$ cat src/rtl/core/rdc_pkg.sv
// shared constants, types and radix decode for the radix digit converter
package rdc_pkg;

	// default operand width
	localparam int VALUE_BITS_DEF = 31;

	// bits of the working quotient handled by the divide unit per cycle
	localparam int CHUNK_BITS = 8;

	localparam int DIGIT_W = 4;
	localparam int SEL_W   = 2;

	// radix_select codes
	localparam logic [SEL_W-1:0] SEL_BASE2  = 2'd0;
	localparam logic [SEL_W-1:0] SEL_BASE5  = 2'd1;
	localparam logic [SEL_W-1:0] SEL_BASE12 = 2'd2;

	// divisors
	localparam logic [DIGIT_W-1:0] RADIX_TWO    = 4'd2;
	localparam logic [DIGIT_W-1:0] RADIX_FIVE   = 4'd5;
	localparam logic [DIGIT_W-1:0] RADIX_TWELVE = 4'd12;

	// running remainder and quotient-nonzero flag of one digit's division
	typedef struct packed {
		logic [DIGIT_W-1:0] rem;
		logic               nz;
	} rdc_acc_t;

	// decode the selector, the unused code falls back to base 2
	function automatic logic [DIGIT_W-1:0] radix_divisor(input logic [SEL_W-1:0] sel);
		logic [DIGIT_W-1:0] d;
		case (sel)
			SEL_BASE5:  d = RADIX_FIVE;
			SEL_BASE12: d = RADIX_TWELVE;
			default:    d = RADIX_TWO;
		endcase
		return d;
	endfunction

endpackage

$ cat src/rtl/core/rdc_div_unit.sv
// shared divide unit: one chunk of a constant-divisor long division, or a base-2 shift
module rdc_div_unit #(
	parameter int VALUE_BITS = rdc_pkg::VALUE_BITS_DEF,
	localparam int PAD_BITS =
		((VALUE_BITS + rdc_pkg::CHUNK_BITS - 1) / rdc_pkg::CHUNK_BITS) * rdc_pkg::CHUNK_BITS
) (
	input  logic [rdc_pkg::DIGIT_W-1:0] divisor,
	input  logic                        base2,
	input  logic [PAD_BITS-1:0]         w,
	input  rdc_pkg::rdc_acc_t           acc_in,
	output logic [PAD_BITS-1:0]         w_next,
	output rdc_pkg::rdc_acc_t           acc_out,
	output logic [rdc_pkg::DIGIT_W-1:0] digit
);
	import rdc_pkg::*;

	logic [CHUNK_BITS-1:0] top_chunk;
	logic [CHUNK_BITS-1:0] q_chunk;
	logic [DIGIT_W-1:0]    r_out;

	assign top_chunk = w[PAD_BITS-1 -: CHUNK_BITS];

	// restoring division of the top chunk, one quotient bit per step
	always_comb begin
		logic [DIGIT_W-1:0] r;
		logic [DIGIT_W:0]   r2;
		r = acc_in.rem;
		q_chunk = '0;
		for (int i = CHUNK_BITS - 1; i >= 0; i--) begin
			r2 = {r, top_chunk[i]};
			if (r2 >= {1'b0, divisor}) begin
				q_chunk[i] = 1'b1;
				r2 = r2 - {1'b0, divisor};
			end
			r = r2[DIGIT_W-1:0];
		end
		r_out = r;
	end

	// base 2 shifts one bit out, other bases rotate the quotient chunk in
	always_comb begin
		if (base2) begin
			w_next      = w >> 1;
			digit       = {{(DIGIT_W-1){1'b0}}, w[0]};
			acc_out.rem = '0;
			acc_out.nz  = |(w >> 1);
		end else begin
			w_next      = (w << CHUNK_BITS) | PAD_BITS'(q_chunk);
			digit       = r_out;
			acc_out.rem = r_out;
			acc_out.nz  = acc_in.nz | (|q_chunk);
		end
	end

endmodule

$ cat src/rtl/core/rdc_digit_mem.sv
// digit store: one write port, one registered read port
module rdc_digit_mem #(
	parameter int VALUE_BITS = rdc_pkg::VALUE_BITS_DEF,
	localparam int IDX_W = $clog2(VALUE_BITS)
) (
	input  logic                        clk,
	input  logic                        wr_en,
	input  logic [IDX_W-1:0]            wr_addr,
	input  logic [rdc_pkg::DIGIT_W-1:0] wr_data,
	input  logic                        rd_en,
	input  logic [IDX_W-1:0]            rd_addr,
	output logic [rdc_pkg::DIGIT_W-1:0] rd_data
);
	import rdc_pkg::*;

	logic [DIGIT_W-1:0] mem_q [VALUE_BITS];
	logic [DIGIT_W-1:0] rd_data_q;

	// write port
	always_ff @(posedge clk) begin
		if (wr_en) begin
			mem_q[wr_addr] <= wr_data;
		end
	end

	// registered read, held while no read is issued
	always_ff @(posedge clk) begin
		if (rd_en) begin
			rd_data_q <= mem_q[rd_addr];
		end
	end

	assign rd_data = rd_data_q;

endmodule

$ cat src/rtl/core/radix_digit_converter.sv
// top level: sequencer, radix register and output handshake of the radix digit converter
// Converts an unsigned value to base 2, 5 or 12 (radix_select 0, 1, 2; code 3 acts as base 2)
// and returns the digits most significant first, last set on the final digit; zero gives a
// single digit 0. One item is worked at a time and item_stall stays high until its last digit
// is taken. In base 2 each digit is one shift of the shared divide unit; in
// bases 5 and 12 the unit divides 8 bits of the quotient per cycle and works through
// every chunk of the padded quotient for each digit. After division the ST_LOAD state
// reads the digit store, then one digit leaves per cycle while result_stall is low.
// radix_select must only be written while the block is idle.
module radix_digit_converter #(
	parameter int VALUE_BITS = rdc_pkg::VALUE_BITS_DEF
) (
	input  logic                        clk,
	input  logic                        arst_n,
	input  logic                        cfg_wr_en,
	input  logic [rdc_pkg::SEL_W-1:0]   cfg_wr_data,
	input  logic                        item_valid,
	output logic                        item_stall,
	input  logic [VALUE_BITS-1:0]       value,
	output logic                        result_valid,
	input  logic                        result_stall,
	output logic [rdc_pkg::DIGIT_W-1:0] digit,
	output logic                        last
);
	import rdc_pkg::*;

	localparam int NCHUNK   = (VALUE_BITS + CHUNK_BITS - 1) / CHUNK_BITS;
	localparam int PAD_BITS = NCHUNK * CHUNK_BITS;
	localparam int IDX_W    = $clog2(VALUE_BITS);
	localparam int CW       = (NCHUNK > 1) ? $clog2(NCHUNK) : 1;
	localparam logic [IDX_W-1:0] LAST_IDX  = IDX_W'(VALUE_BITS - 1);
	localparam logic [CW-1:0]    LAST_CHNK = CW'(NCHUNK - 1);

	typedef enum logic [3:0] {
		ST_IDLE = 4'b0001,
		ST_DIV  = 4'b0010,
		ST_LOAD = 4'b0100,
		ST_SHOW = 4'b1000
	} state_t;

	state_t             state_q;
	logic [SEL_W-1:0]   radix_select_q;
	logic [PAD_BITS-1:0] w_q;
	rdc_acc_t           acc_q;
	logic [CW-1:0]      chunk_q;
	logic [IDX_W-1:0]   count_q;

	logic [DIGIT_W-1:0]  divisor;
	logic                base2;
	logic [PAD_BITS-1:0] w_nxt;
	rdc_acc_t            acc_nxt;
	logic [DIGIT_W-1:0]  div_digit;
	logic                digit_done;
	logic                item_acc;
	logic                result_acc;
	logic                mem_wr_en;
	logic                mem_rd_en;
	logic [IDX_W-1:0]    mem_rd_addr;

	// radix decode
	assign divisor = radix_divisor(radix_select_q);
	assign base2   = (divisor == RADIX_TWO);

	// handshakes
	assign item_stall   = (state_q != ST_IDLE);
	assign item_acc     = item_valid & ~item_stall;
	assign result_valid = (state_q == ST_SHOW);
	assign result_acc   = result_valid & ~result_stall;
	assign last         = (count_q == '0);

	// digit finishes every cycle in base 2, else on the final chunk
	assign digit_done = base2 | (chunk_q == LAST_CHNK);
	assign mem_wr_en  = (state_q == ST_DIV) & digit_done;

	// read the top digit on load, the next one when a digit is taken
	assign mem_rd_en   = (state_q == ST_LOAD) | (result_acc & ~last);
	assign mem_rd_addr = (state_q == ST_LOAD) ? count_q : count_q - 1'b1;

	rdc_div_unit #(
		.VALUE_BITS (VALUE_BITS)
	) u_div (
		.divisor (divisor),
		.base2   (base2),
		.w       (w_q),
		.acc_in  (acc_q),
		.w_next  (w_nxt),
		.acc_out (acc_nxt),
		.digit   (div_digit)
	);

	rdc_digit_mem #(
		.VALUE_BITS (VALUE_BITS)
	) u_mem (
		.clk     (clk),
		.wr_en   (mem_wr_en),
		.wr_addr (count_q),
		.wr_data (div_digit),
		.rd_en   (mem_rd_en),
		.rd_addr (mem_rd_addr),
		.rd_data (digit)
	);

	// radix register
	always_ff @(posedge clk or negedge arst_n) begin
		if (!arst_n) begin
			radix_select_q <= SEL_BASE2;
		end else if (cfg_wr_en) begin
			radix_select_q <= cfg_wr_data;
		end
	end

	// sequencer
	always_ff @(posedge clk or negedge arst_n) begin
		if (!arst_n) begin
			state_q <= ST_IDLE;
			count_q <= '0;
			chunk_q <= '0;
			acc_q   <= '0;
		end else begin
			case (state_q)
				ST_IDLE: begin
					if (item_acc) begin
						count_q <= '0;
						chunk_q <= '0;
						acc_q   <= '0;
						state_q <= ST_DIV;
					end
				end
				ST_DIV: begin
					if (digit_done) begin
						chunk_q <= '0;
						acc_q   <= '0;
						if (!acc_nxt.nz || count_q == LAST_IDX) begin
							state_q <= ST_LOAD;
						end else begin
							count_q <= count_q + 1'b1;
						end
					end else begin
						chunk_q <= chunk_q + 1'b1;
						acc_q   <= acc_nxt;
					end
				end
				ST_LOAD: begin
					state_q <= ST_SHOW;
				end
				ST_SHOW: begin
					if (result_acc) begin
						if (last) begin
							state_q <= ST_IDLE;
						end else begin
							count_q <= count_q - 1'b1;
						end
					end
				end
				default: begin
					state_q <= ST_IDLE;
				end
			endcase
		end
	end

	// working quotient
	always_ff @(posedge clk) begin
		if (item_acc) begin
			w_q <= PAD_BITS'(value);
		end else if (state_q == ST_DIV) begin
			w_q <= w_nxt;
		end
	end

	// no new request is taken while digits are still going out
	a_no_accept_while_emit: assert property (@(posedge clk) disable iff (!arst_n)
		result_valid |-> item_stall)
		else $error("item accepted while digits pending");

	// the final digit ends the run
	a_last_ends_run: assert property (@(posedge clk) disable iff (!arst_n)
		(result_valid && !result_stall && last) |=> !result_valid)
		else $error("digit shown after last");

	// every digit is below the selected radix
	a_digit_range: assert property (@(posedge clk) disable iff (!arst_n)
		result_valid |-> (digit < divisor))
		else $error("digit out of range for radix");

	// digit index stays inside the store
	a_count_range: assert property (@(posedge clk) disable iff (!arst_n)
		count_q <= LAST_IDX)
		else $error("digit index beyond store");

endmodule

$ cat config.mk
export PLATFORM = sky130hd
export DESIGN_NAME = radix_digit_converter
export DESIGN_NICKNAME = d
export VERILOG_FILES = /design/src/rtl/core/rdc_pkg.sv /design/src/rtl/core/rdc_div_unit.sv /design/src/rtl/core/rdc_digit_mem.sv /design/src/rtl/core/radix_digit_converter.sv
export SDC_FILE = /design/constraint.sdc
export NUM_CORES = 1
export LEC_CHECK = 0
export BUFFER_PORTS_ARGS = -buffer_cell sky130_fd_sc_hd__buf_2
export CORE_MARGIN = 5
export CORE_UTILIZATION = 50
export DETAILED_ROUTE_END_ITERATION = 8
export PLACE_DENSITY_LB_ADDON = 0.1
export SLEW_MARGIN = 25
export SYNTH_ARGS = -nofsm -noshare
export SYNTH_HDL_FRONTEND = slang
export SYNTH_SLANG_ARGS = --single-unit
$ cat constraint.sdc
create_clock -name clk -period 18.3 [get_ports clk]
set_input_delay 0.915 -clock clk [delete_from_list [all_inputs] [get_ports clk]]
set_output_delay 0.915 -clock clk [all_outputs]
set_load 0.01 [all_outputs]
==> impl_metrics.tcl, run 1 <==
set metrics [dict create \
    fmax_ghz 0.0645 \
    cts_resized 0 \
    yosysTopAreaCell "edfxtp_1" \
    skew_ns 0.0135 \
    hp-class "input pin to async pin" \
    dr.pass1.iters 5 \
    timing.final.hold_violations 0 \
    num_rows 51 \
    yosys_warnings 0 \
    coreArea_um2 19300 \
    endpoint_kind "flip-flop" \
    synth.distinct_cells 76 \
    dieHeight_um 150 \
    drt-total-wl_mm 22.3 \
    outcome "completed" \
    routedWlPerCell_um 20.6 \
    gp_congestion 0.853 \
    cts_tree "done" \
    cap_viol_max_count 0 \
    drt-initial-drc-count 372 \
    drv_slew 0 \
    syn_area_per_cell_um2 12.8 \
    setup-tns-final_ns 0 \
    clockBufferDepth 2 \
    synth.area.top_cells "edfxtp_1 (49%), mux4_2 (8.3%), ha_1 (5.3%), dfrtp_1 (4.4%), mux2i_1 (4.0%)" \
    root_buffer "clkbuf_16" \
    first_global_vias 6483 \
    period_minus_slack_ns 15.49 \
    portBuffers 44 \
    post_cts_buffers 0 \
    slew_headroom_pct 35.0 \
    final_nets 895 \
    htreeDepth 4 \
    place_ws_ns 2.89 \
    critPathMaxStageDelay_ns 0.61 \
    synth_area_um2 9740 \
    synth_edf_count 159 \
    whs_ns 0.421 \
    grt_overflow 0 \
    cts_sinks 178 \
    grt_pass1_wl_mm 35.7 \
    synthCells 758 \
    initial_core_util_pct 50.4 \
    setup_viol 0 \
    yosysTopAreaCellShare_pct 49.0 \
    clock_latency_ns 0.43 \
    drive_gt1_share_pct 19.5 \
    clk_pin_slew_worst_paths_ns 0.07 \
    cp.arrival_ns 15.84 \
    critPathTopFamily "compound AO/OA/AOI/OAI gates" \
    vias_per_cell 5.85 \
    design_area_um2 10900 \
    setup_slack_ns 2.81 \
    grt_setup_unrepaired "false" \
    antenna_cells 0 \
    place_area_um2 10300 \
    antenna_found_initial 0 \
    regToRegSetupSlack_ns 2.81 \
    slowest_stage "buf_4" \
    num_io_pins 45 \
    grt_max_degree 60 \
    synthArstFlopShare_pct 10.1 \
    drtAntennaViolNets 0 \
    vias 6353 \
    reg2reg_to "count_q[4]" \
    area_delta_synth_final_pct 12.0 \
    yosys_most_used_dff "edfxtp_1" \
    die_area_um2 22400 \
    drc 0 \
    track_usage_pct 20.7 \
    holdBufCountCts 0 \
    start_kind "flip-flop" \
    crit-reg2reg-launch "radix_select_q[0]" \
    ys_ff_latch 178 \
    place_hpwl_mm 15.8 \
    cp_max_fo 51 \
    seq_area_frac_synth_pct 53.9 \
    syn-num-nets 845 \
    final_common_cell "edfxtp_1" \
    cts_buffers 17 \
    crit_required_ns 18.65 \
    final_cell_mix "edfxtp_1 (159), nor2_1 (82), a21oi_1 (52), nand2_1 (46), buf_2 (44)" \
    critical_path_buf_inv_count 6 \
    rr_worst_depth 67 \
    post-route-period-util_pct 84.7 \
    die-width_um 150 \
    num-fill-cells 1595 \
    path_class "flip-flop to flip-flop" \
    worstMarginPinSlew_ns 0.971 \
]
## metal layers
| layer | vias to the layer above | routed length [um] | global-route usage [%] |
|---|---|---|---|
| met5 | - | 0 | 0 |
| met4 | 0 | 340 | 5.90 |
| met3 | 25 | 1190 | 4.15 |
| met2 | 213 | 11400 | 35.6 |
| met1 | 3095 | 9390 | 26.8 |
| li1 | 3020 | - | - |
## sequential cells by signal (all words and copies together), names as in the netlist
signal and flops:
u_mem.rd_data 4, acc_q 5, radix_select_q 2, count_q 5, u_mem.mem_q 124, state_q 4, chunk_q 2, w_q 32
## through the flow
stage / instances / util (%)
2_1_floorplan: 758 / -
3_3_place_gp: 1054 / 53.3
3_5_place_dp: 1054 / 53.3
4_1_cts: 1086 / 56.4
5_1_grt: 1086 / 56.4
6_report: 1086 / 56.4
## cell type report
cell class / count / area [um2] / area share, %
sequential: 178 / 5250 / 48.1
multi-input combinational: 515 / 4270 / 39.2
clock buffer: 17 / 425 / 3.90
tap: 265 / 332 / 3.04
timing repair buffer: 54 / 295 / 2.71
clock inverter: 15 / 180 / 1.65
inverter: 42 / 158 / 1.45
## worst max-delay path by stage
stage / from / endpoint / slack (ns) / cells after the start
after global placement: radix_select_q[0] / count_q[4] / 3.36 / 65
after global routing: radix_select_q[0] / count_q[4] / 1.36 / 66
after detailed placement: radix_select_q[0] / count_q[4] / 2.89 / 67
final: radix_select_q[0] / count_q[4] / 2.81 / 67
after CTS: radix_select_q[0] / count_q[4] / 2.84 / 65
after floorplan: radix_select_q[0] / u_mem.mem_q[0][1] / 3.79 / 66
## synth_stat cells, drive strengths merged, types with 8 or more instances
library cell / n
nor2: 82
fa: 8
inv: 41
xnor2: 10
mux2i: 40
a21oi: 55
nor3: 12
nand3: 14
edfxtp: 159
xor2: 8
ha: 41
mux4: 36
a21o: 17
nor4: 15
dfrtp: 17
mux2: 11
nand2: 47
clkbuf: 19
o21ai: 37
## logic make-up after synthesis
logic type | count (synthesis) | share of synthesized area [%]
compound gates | 158 | 11.1
xor+xnor | 18 | 1.62
fa+ha+maj | 49 | 6.91
buf+inv | 65 | 2.67
flops | 178 | 53.9
mux | 87 | 14.0
simple gates | 203 | 9.87
## worst reg2reg max path, delay by kind of cell (launching register included)
family / cells / cell delay (ns)
adder cells (fa/ha/maj): 9 / 2.63
flip-flops: 1 / 0.36
multiplexers: 3 / 0.92
AO/OA/AOI/OAI: 34 / 8.07
buffers and inverters: 6 / 1.07
AND/OR/NAND/NOR: 15 / 2.36
Power of run 1 is left out: the tool's default activity adds up to more than one toggle a clock period on the data nets, which glitch-free logic cannot reach.
==> run 2, diff against run 1 <==
ABC_AREA = 1   (was not set)
clock period = 14 ns   (was 18.3 ns; I/O delays follow)
==> run 2 against run 1 <==
Compared with the run above: final cell count increased by 22%; synthesized area down 0.33%; final area is 0.47% lower; critical path type unchanged; critical endpoint is now u_mem.mem_q[10][0]; highest routed layer unchanged.
==> impl_metrics.tcl, run 2 <==
set metrics [dict create \
    critPathMaxStageDelay_ns 0.48 \
    rr_worst_depth 68 \
    clockBufferDepth 2 \
    num_io_pins 45 \
    top_regs "u_mem.mem_q (124), w_q (32)" \
    initial_core_util_pct 50.4 \
    routedWlPerCell_um 18.6 \
    antenna_cells 0 \
    place_hpwl_mm 16.7 \
    seq_area_frac_synth_pct 54.1 \
    grt_max_degree 62 \
    start_kind "flip-flop" \
    critPathCapture "u_mem.mem_q[10][0]" \
    clk_pin_slew_worst_paths_ns 0.07 \
    skew_ns 0.0107 \
    num_rows 51 \
    setup-tns-final_ns 0 \
    synth.most_common_cell "nand2_1" \
    yosys_most_used_dff "edfxtp_1" \
    antenna_found_initial 0 \
    setup_viol 0 \
    drtAntennaViolNets 0 \
    dr.pass1.iters 5 \
    final_common_cell "nand2_1" \
    yosys-top-cells-count "nand2_1 (168), edfxtp_1 (159), nor2_1 (158)" \
    grt_overflow 0 \
    critical_path_buf_inv_count 13 \
    largest_register_ffs 124 \
    fmax_ghz 0.0801 \
    grt_setup_unrepaired "false" \
    die-width_um 149 \
    slew_headroom_pct 32.2 \
    cts_tree "done" \
    htreeDepth 4 \
    top_register "u_mem.mem_q" \
    post_cts_buffers 0 \
    ys_ff_latch 178 \
    dieHeight_um 149 \
    yosysTopAreaCell "edfxtp_1" \
    regToRegSetupSlack_ns 1.52 \
    coreArea_um2 19300 \
    drc 0 \
    drv_slew 0 \
    grt_pass1_wl_mm 38.8 \
    first_global_vias 7186 \
    die_area_um2 22300 \
    track_usage_pct 22.6 \
    yosysTopAreaCellShare_pct 49.2 \
    area_delta_synth_final_pct 11.9 \
    synth_area_um2 9700 \
    cap_viol_max_count 0 \
    clock_latency_ns 0.44 \
    post-route-period-util_pct 89.2 \
    cp_max_fo 37 \
    timing.final.hold_violations 0 \
    syn_area_per_cell_um2 9.66 \
    period_minus_slack_ns 12.48 \
    vias 7412 \
    portBuffers 44 \
    crit-reg2reg-launch "radix_select_q[0]" \
    reg2reg_to "u_mem.mem_q[10][0]" \
    gp_congestion 0.877 \
    cp.arrival_ns 12.78 \
    cts_sinks 178 \
    final_nets 1131 \
    drive_gt1_share_pct 12.5 \
    synthArstFlopShare_pct 10.1 \
    synth.distinct_cells 46 \
    critPathTopFamily "simple AND/OR/NAND/NOR gates" \
    drt-total-wl_mm 24.6 \
    outcome "completed" \
    hp-class "input pin to async pin" \
    root_buffer "clkbuf_16" \
    synthCells 1004 \
    worstMarginPinSlew_ns 1.02 \
    slowest_stage "fa_1" \
    vias_per_cell 5.61 \
    critPathLaunch "radix_select_q[0]" \
    syn-num-nets 1091 \
    critical_path_depth 68 \
    synth.area.top_cells "edfxtp_1 (49%), nand2_1 (6.5%), nor2_1 (6.1%), ha_1 (5.3%), o21ai_0 (5.2%)" \
    final_cell_mix "nand2_1 (168), edfxtp_1 (159), nor2_1 (155), o21ai_0 (99), inv_1 (82)" \
    crit_path_frequent_cell "nand2_1" \
    path_class "flip-flop to flip-flop" \
    synth_edf_count 159 \
    yosys_warnings 0 \
    crit_required_ns 14.29 \
    drt-initial-drc-count 473 \
    endpoint_kind "flip-flop" \
    cts_buffers 17 \
]
run 2: repair_timing:
item                       4_1_cts  5_1_grt
gates resized for setup          0        2
hold buffers                     0        0
hold endpoints to repair         0        0
setup endpoints to repair        0       62
run 2: worst min path at each step:
stage	start	to	slack, ns	depth (start not counted)
floorplan	arst_n	acc_q[0]	0.40	0
detailed placement	state_q[1]	state_q[1]	0.50	2
CTS	arst_n	acc_q[0]	0.20	1
global placement	state_q[1]	state_q[1]	0.48	2
global route	arst_n	acc_q[4]	0.23	1
finish	arst_n	state_q[3]	0.21	1
run 2: worst register-to-register path: cells and delay by family, from the launching register on:
kind | cells | cell delay, ns
buffers and inverters | 13 | 1.73
adder cells (fa/ha/maj) | 9 | 3.07
flip-flops | 1 | 0.38
AO/OA/AOI/OAI | 15 | 3.15
AND/OR/NAND/NOR | 31 | 4.05
run 2: cell families after synthesis:
kind of cell | share of synthesized area, %
compound gates | 12.9
xor+xnor | 1.26
fa+ha+maj | 6.94
buf+inv | 4.76
flops | 54.1
simple gates | 20.1
run 2: through the flow:
stage / cell area, um2 / worst slack, ns / cells / utilization [%] / hold WS [ns]
final: 10900 / 1.52 / 1322 / 56.3 / 0.207
after floorplan: 9700 / 1.69 / 1004 / - / 0.404
after detailed placement: 10200 / 1.05 / 1289 / 53.1 / 0.497
after CTS: 10800 / 1.00 / 1321 / 56.2 / 0.200
after global routing: 10900 / 0.156 / 1322 / 56.3 / 0.232
after global placement: 10200 / 1.49 / 1289 / 53.1 / 0.483
run 2: layout make-up:
type,count,area [um2]
multi-input combinational,705,4050
clock buffer,17,425
clock inverter,15,169
timing repair buffer,57,318
tap,265,332
inverter,85,319
sequential,178,5250
fill,1754,8410
run 2: layer usage:
layer | up-vias | global-route usage [%] | share of wire [%]
li1 | 3608 | - | -
met1 | 3588 | 29.7 | 43
met2 | 187 | 38.8 | 51
met3 | 29 | 3.68 | 4.2
met4 | 0 | 6.64 | 1.8
met5 | - | 0 | 0
Power of run 2 is left out for the same reason.
==> run 3, diff against run 2 <==
BUFFER_PORTS_ARGS = -buffer_cell sky130_fd_sc_hd__buf_4   (was -buffer_cell sky130_fd_sc_hd__buf_2)
==> run 3 against run 2 <==
Compared with the run above: critical path depth increased by 2; first-iteration DRC count increased by 24%; die area unchanged; non-clock buffer count unchanged; register-to-register slack got worse by 0.02 ns; worst setup slack got worse by 0.016 ns; routed wire length decreased by 2.5%; clock skew increased by 0.0026 ns; utilization increased by 0.39 points; clock-buffer cell count unchanged.
==> impl_metrics.tcl, run 3 (synthesis gave the netlist of run 2 again) <==
set metrics [dict create \
    routedWlPerCell_um 18.2 \
    antenna_cells 0 \
    start_kind "flip-flop" \
    cts_resized 0 \
    first_global_vias 7285 \
    post-route-period-util_pct 89.3 \
    top_regs "u_mem.mem_q (124), w_q (32)" \
    cp_max_fo 40 \
    setup_viol 0 \
    critPathMaxStageDelay_ns 0.62 \
    design_area_um2 10900 \
    num_io_pins 45 \
    num-fill-cells 1748 \
    vias_per_cell 5.62 \
    skew_ns 0.0134 \
    holdBufCountCts 0 \
    final_nets 1130 \
    htreeDepth 4 \
    place_area_um2 10300 \
    clk_pin_slew_worst_paths_ns 0.07 \
    post_cts_buffers 0 \
    cts_sinks 178 \
    drv_slew 0 \
    multi_input_area_um2 4020 \
    crit_path_frequent_cell "nand2_1" \
    antenna_found_initial 0 \
    path_class "flip-flop to flip-flop" \
    top_register "u_mem.mem_q" \
    cts_tree "done" \
    track_usage_pct 22.3 \
    rr_worst_depth 70 \
    worstMarginPinSlew_ns 1.00 \
    cts_buffers 17 \
    coreArea_um2 19300 \
    drt-total-wl_mm 24.0 \
    cap_viol_max_count 0 \
    die-width_um 149 \
    grt_pass1_wl_mm 38.6 \
    gp_congestion 0.933 \
    root_buffer "clkbuf_16" \
    dp.cells 1289 \
    grt_use_met2_pct 38.7 \
    portBuffers 44 \
    grt_overflow 0 \
    grt_setup_unrepaired "false" \
    grt_max_degree 62 \
    area_delta_synth_final_pct 12.7 \
    use_met1_pct 28.9 \
    cp.arrival_ns 12.63 \
    grt_use_met3_pct 3.40 \
    dieHeight_um 149 \
    slowest_stage "ha_2" \
    hp-class "input pin to async pin" \
    setup-tns-final_ns 0 \
    crit_required_ns 14.13 \
    clockBufferDepth 2 \
    drtAntennaViolNets 0 \
    initial_core_util_pct 50.4 \
    drive_gt1_share_pct 12.3 \
    seqCellArea_um2 5250 \
    num_rows 51 \
    endpoint_kind "flip-flop" \
    largest_register_ffs 124 \
    drc 0 \
    outcome "completed" \
    fin_cells 1321 \
    slew_headroom_pct 33.0 \
    final_common_cell "nand2_1" \
    fmax_ghz 0.0800 \
    dr.pass1.iters 5 \
    die_area_um2 22300 \
    top_usage_layer "met2" \
    timing.final.hold_violations 0 \
    place_hpwl_mm 16.5 \
    clock_latency_ns 0.44 \
    drt-initial-drc-count 585 \
    final_cell_mix "nand2_1 (168), edfxtp_1 (159), nor2_1 (155), o21ai_0 (100), inv_1 (82)" \
    period_minus_slack_ns 12.50 \
    vias 7430 \
]
[run 3: cell count changes in the layout (fill, tap and decap cells not counted), sizes merged]
cell / delta
bufinv: -1
inv: +1
o21ai: -1
[run 3: worst paths after layout]
check	from	end	slack, ns
worst max-delay path	radix_select_q[0]	u_mem.mem_q[1][0]	1.50
worst min-delay path	arst_n	state_q[1]	0.13
worst max register to register	radix_select_q[0]	u_mem.mem_q[1][0]	1.50
worst min register to register	chunk_q[0]	chunk_q[0]	0.50
max in group asynchronous	arst_n	state_q[0]	13.61
min in group clk	cfg_wr_data[1]	radix_select_q[1]	0.49
[run 3: area by class of cell]
| cell class | count | area share [%] |
|---|---|---|
| clock buffers | 17 | 3.89 |
| clock inverters | 15 | 1.48 |
| inverters | 85 | 2.92 |
| multi-input cells | 704 | 36.8 |
| flip-flops and latches | 178 | 48.0 |
| well taps | 265 | 3.03 |
| repair buffers | 57 | 3.91 |
[run 3: worst max-delay path, delay by kind of cell (launching register included)]
kind            cells  cell delay, ns
buf+inv            14            1.30
xor+xnor            1            0.18
flops               1            0.36
simple gates       33            4.24
compound gates     13            2.87
fa+ha+maj           9            3.23
[run 3: stage by stage]
step | hold WS, ns | util [%] | setup WS, ns
detailed placement | 0.490 | 53.6 | 1.24
CTS | 0.123 | 56.7 | 1.21
floorplan | 0.404 | - | 1.69
finish | 0.129 | 56.7 | 1.50
global placement | 0.482 | 53.6 | 1.70
global route | 0.135 | 56.7 | 0.403
[run 3: layer usage]
layer / share of wire, % / wire, um
met1: 44 / 10500
met2: 51 / 12100
met3: 3.9 / 934
met4: 1.7 / 407
met5: 0 / 0
Power of run 3 is left out for the same reason.
